File: config.mk
export PLATFORM = sky130hd
export DESIGN_NAME = cta_sqr
export DESIGN_NICKNAME = d
export VERILOG_FILES = /design/src/design/cta_pkg.sv /design/src/design/cta_sqr.sv
export SDC_FILE = /design/constraint.sdc
export NUM_CORES = 1
export LEC_CHECK = 0
export BUFFER_PORTS_ARGS = -buffer_cell sky130_fd_sc_hd__buf_2
export CAP_MARGIN = 20
export CORE_UTILIZATION = 58
export CTS_CLUSTER_SIZE = 30
export DETAILED_ROUTE_END_ITERATION = 7
export GPL_TIMING_DRIVEN = 0
export PLACE_DENSITY = 0.82
export SKIP_CTS_REPAIR_TIMING = 1
export SYNTH_ARGS = -nofsm -noshare
export SYNTH_HDL_FRONTEND = slang
export SYNTH_SLANG_ARGS = --single-unit
File: constraint.sdc
create_clock -name clk -period 6.86 [get_ports clk]
set_input_delay 1.029 -clock clk [delete_from_list [all_inputs] [get_ports clk]]
set_output_delay 1.029 -clock clk [all_outputs]
set_load 0.1 [all_outputs]
File: src/design/cta_pkg.sv
// ----------------------------------------------------------------------------
// Centroid track association package
// Shared types, register indexes, reset values and sequencer states.
// ----------------------------------------------------------------------------
`default_nettype none

package cta_pkg;

	localparam int CTA_MAX_TRACKS     = 32;
	localparam int CTA_MAX_DETECTIONS = 32;

	localparam logic [15:0] CTA_FORGET_RESET = 16'd120;
	localparam logic [15:0] CTA_RADIUS_RESET = 16'd480;

	// Register indexes of the configuration port.
	localparam logic [7:0] REG_FORGET_TIME  = 8'd0;
	localparam logic [7:0] REG_MATCH_RADIUS = 8'd1;

	localparam logic OP_DETECTION = 1'b0;
	localparam logic OP_END_FRAME = 1'b1;

	typedef struct packed {
		logic        operation;
		logic [15:0] det_x;
		logic [15:0] det_y;
		logic [31:0] frame_time;
	} cta_in_t;

	typedef struct packed {
		logic [31:0] track_id;
		logic [15:0] pos_x;
		logic [15:0] pos_y;
		logic        seen_now;
		logic        entry_valid;
		logic        last;
		logic        detections_dropped;
		logic        tracks_dropped;
	} cta_out_t;

	typedef struct packed {
		logic [7:0]  index;
		logic [15:0] value;
	} cta_cfg_t;

	typedef enum logic [3:0] {
		ST_IDLE,
		ST_RSQ,
		ST_RLD,
		ST_AGE,
		ST_MX,
		ST_MY,
		ST_MC,
		ST_NEW,
		ST_OUT
	} state_t;

endpackage

`default_nettype wire

File: src/design/cta_sqr.sv
// ----------------------------------------------------------------------------
// Centroid track association squarer
// Shared 16-bit unsigned squaring unit with a registered product.
// ----------------------------------------------------------------------------
`default_nettype none

module cta_sqr import cta_pkg::*; (
	input  wire logic        clk,
	input  wire logic [15:0] a,
	output logic      [31:0] p_q
);

	always_ff @(posedge clk) begin
		p_q <= a * a;
	end

endmodule

`default_nettype wire

=== Word-level counts from Yosys, hierarchy flattened ===
Cells that the tools add are included.
Widths: inputs -> output; s select.

* Register bits: 32

* Multipliers: 1

{| class="wikitable"
|+ Operators by type and width
! operator !! count
|-
| $mul 16x16->32 || 1
|}

=== Depth between registers and ports, before layout ===
* Word-level depth: 1
* Depth in mapped cells: 23
* Gate-level depth less buffers: 22

=== Worst setup path before layout ===
OpenSTA, ideal clock, no wires.

* Path kind: input-to-reg
* From: input a[14]
* To: register p_q[30]
* Data arrival time: 6.329 ns
* Required time: 6.737 ns
* Path slack: 0.408 ns
* Stages: 21
* Cell sequence: clkbuf_1 -> clkbuf_1 -> nand2_1 -> fa_1 -> fa_1 -> inv_1 -> fa_1 -> fa_1 -> fa_1 -> inv_1 -> fa_1 -> inv_1 -> ha_1 -> buf_6 -> a211oi_2 -> o211ai_1 -> a221o_1 -> a31oi_1 -> o31ai_2 -> o2bb2ai_1 -> xor2_1

* Cells in the longest elaborated chain, start to end: 1

{| class="wikitable"
|+ RTL lines
! item !! RTL line !! RTL
|-
| start: declaration || cta_sqr.sv:9 || <nowiki>input wire logic [15:0] a,</nowiki>
|-
| $mul 16x16->32 || cta_sqr.sv:14 || <nowiki>p_q <= a * a;</nowiki>
|-
| end signal: assignment || cta_sqr.sv:14 ||
|-
| end: declaration || cta_sqr.sv:10 || <nowiki>output logic [31:0] p_q</nowiki>
|}

Every way passes these cells.

=== Worst setup path after layout ===
* From: input a[6]
* To: register p_q[28]

The elaborated chain is that of the path after synthesis.

==> metrics <==
status=complete, no violations; Distinct cells, synth=50; GR Overflow Total=0; share of the synthesized area in the top cell type=40.6%; number of remaining DRC errors=0; Synthesized Nets=1162; port bufs=45; die height=119 µm; Max FO, Critical Path=10; minimum clock period=6650 ps; largest net degree at the start of global routing=11; drt pass-1 iters=5; Critical-path top delay cell=fa_1; Syn-to-layout area delta=7.48%; Tot GR Track Use=between 20 and 30%; CP bufs+invs=6; Critical Path Sink Type=register; Finished Core Util=between 60% and 70%; Die W=roughly 120 µm; fraction of layout cells with a size suffix above 1=~8.5%; Cell Chain, Critical Path=buf_2, clkbuf_4, nand2_1, fa_1, inv_1, fa_1, fa_1, fa_1, fa_1, inv_1, fa_1, inv_1, ha_1, clkbuf_1, o21ai_1, o211ai_1, a221o_1, a31oi_1, o31ai_4, a31oi_1, xnor2_1; GP Congestion=~0.9; # IOs=49; Critical Path Max Stage Delay=570 ps; detailed placer's ending HPWL=14.4 mm; DR vias/cell=about 5.3; die area=14200 µm²; Synth area leaders=fa_1 41%, ha_1 16%, inv_1 12%; Yosys warning count=0; Hold Vio Cnt, Final=0; Final Max Tran Viols=0; Reg clk slew, reported paths=~60 ps; antenna-violating nets left=0; Avg WL per Cell=15.1 µm; register name with the most flops=p_q; mapped cell area=around 8000 µm²; cts bufs inserted=5; MaxCap Viol Count=0; WS Path Type=in2reg; nets=~1200; first-pass GRT wire length=roughly 28 mm; final setup violation count=0; area leader, netlist=fa_1; Total Neg Setup Slack=0 ps; Hold Path Class=in2reg; Worst Max-Slew Pin Slew=~550 ps; Crit path top cell by count=fa_1; ys flop type=dfxtp_1; Core Rows=42; hold path cells=1; core area=between 10000 and 15000 µm²; depth of the CTS H-tree=2; critical path data required time=~7100 ps; largest registers=p_q: 31 flops; Yosys reg bits=31; clock sinks=31; root buf cell=clkbuf_16; DRT iter0 DRCs=337; CP arrival=6860 ps; CP startpoint kind=input pin; Filler Cells Inserted=roughly 1100; multi-input logic area=6330 µm²; Peak Freq=150 MHz; Post-synth ARST share=0%; vias in the first global route=~6200; post-synthesis sequential area ratio=7.77%; Clock Tree Buf Depth=2; WL final=between 15 and 20 mm; number of synthesized flops with an enable pin=0; Worst Setup EP=p_q[28]; CP Launch Point=a[6]; Crit path depth=21; Antenna diodes=0; most frequent cells in the layout=251 x inv_1, 162 x fa_1, 102 x ha_1; via count=approximately 5800; starting density of the core=between 50% and 60%; max reg flops=31; family with the most delay on the worst path=adder cells; CTS tree=done; RSZ-0062 raised after global routing=false; area occupied by registers=621 µm²; Tcrit/Tclk final=approximately 97%; Syn Area/Cell=between 9 and 10 µm²; antenna violations before repair=0; commonest non-fill, non-tap cell in the layout=inv_1; Worst slew margin=~63%; Mapped Cells=slightly below 900
-- metal layers --
metal | vias to the layer above | global-route usage [%] | wire length (µm)
li1 | 2714 | - | -
met1 | 2892 | 32.4 | 6700
met2 | 173 | 45.4 | 8580
met5 | - | 0 | 0
met4 | 0 | 8.98 | 566
met3 | 47 | 3.59 | 750
-- worst min path at each step --
stage                     startpoint      to
final                           a[0]  p_q[0]
after detailed placement        a[0]  p_q[0]
after CTS                       a[0]  p_q[0]
after global routing            a[0]  p_q[0]
after floorplan                 a[0]  p_q[0]
after global placement          a[0]  p_q[0]
-- area by class of cell --
type	instances	area share (%)
inverter	251	11.0
clock inverter	1	0.0875
timing repair buffer	45	2.63
multi-input combinational	574	73.8
clock buffer	7	1.78
buffer	15	0.963
sequential	31	7.23
tap	176	2.57
-- stage by stage --
| stage | area [µm²] | hold WS (ps) | setup WS, ps | instances |
|---|---|---|---|---|
| 3_3_place_gp | 8430 | 1190 | -411 | 1102 |
| 2_1_floorplan | 7980 | 1060 | 408 | 881 |
| 6_report | 8580 | 898 | 206 | 1100 |
| 3_5_place_dp | 8430 | 1190 | -423 | 1102 |
| 4_1_cts | 8590 | 900 | -162 | 1110 |
| 5_1_grt | 8580 | 889 | 3.06 | 1100 |
-- synth_stat cells, types with 2 or more instances --
master and count:
a211oi_1 2, a21oi_1 25, xnor2_1 27, o211ai_1 2, clkbuf_1 20, nor2_1 28, nor3_1 4, a32oi_1 2
a21o_1 12, fa_1 162, inv_1 251, dfxtp_1 31, xor2_1 11, a31oi_1 5, and3_1 8, o21ai_1 6
o21a_1 3, or2_2 3, nor2b_1 9, a211oi_2 2, nand2_1 90, and2_1 34, nand4_1 3, nand3_1 5
buf_2 3, o21ai_0 6, o21bai_1 2, a311o_1 2, ha_1 102
-- kinds of logic after synthesis --
group / Yosys count / share of synthesized area, %
fa+ha+maj: 264 / 56.6
other cells: 1 / 0.0470
mux: 1 / 0.141
simple gates: 188 / 11.0
flops: 31 / 7.77
buf+inv: 276 / 13.2
compound gates: 82 / 7.07
xor+xnor: 38 / 4.17
Power is not shown: default switching activity piles up to over one toggle a cycle in this logic, so the estimate is an artifact.
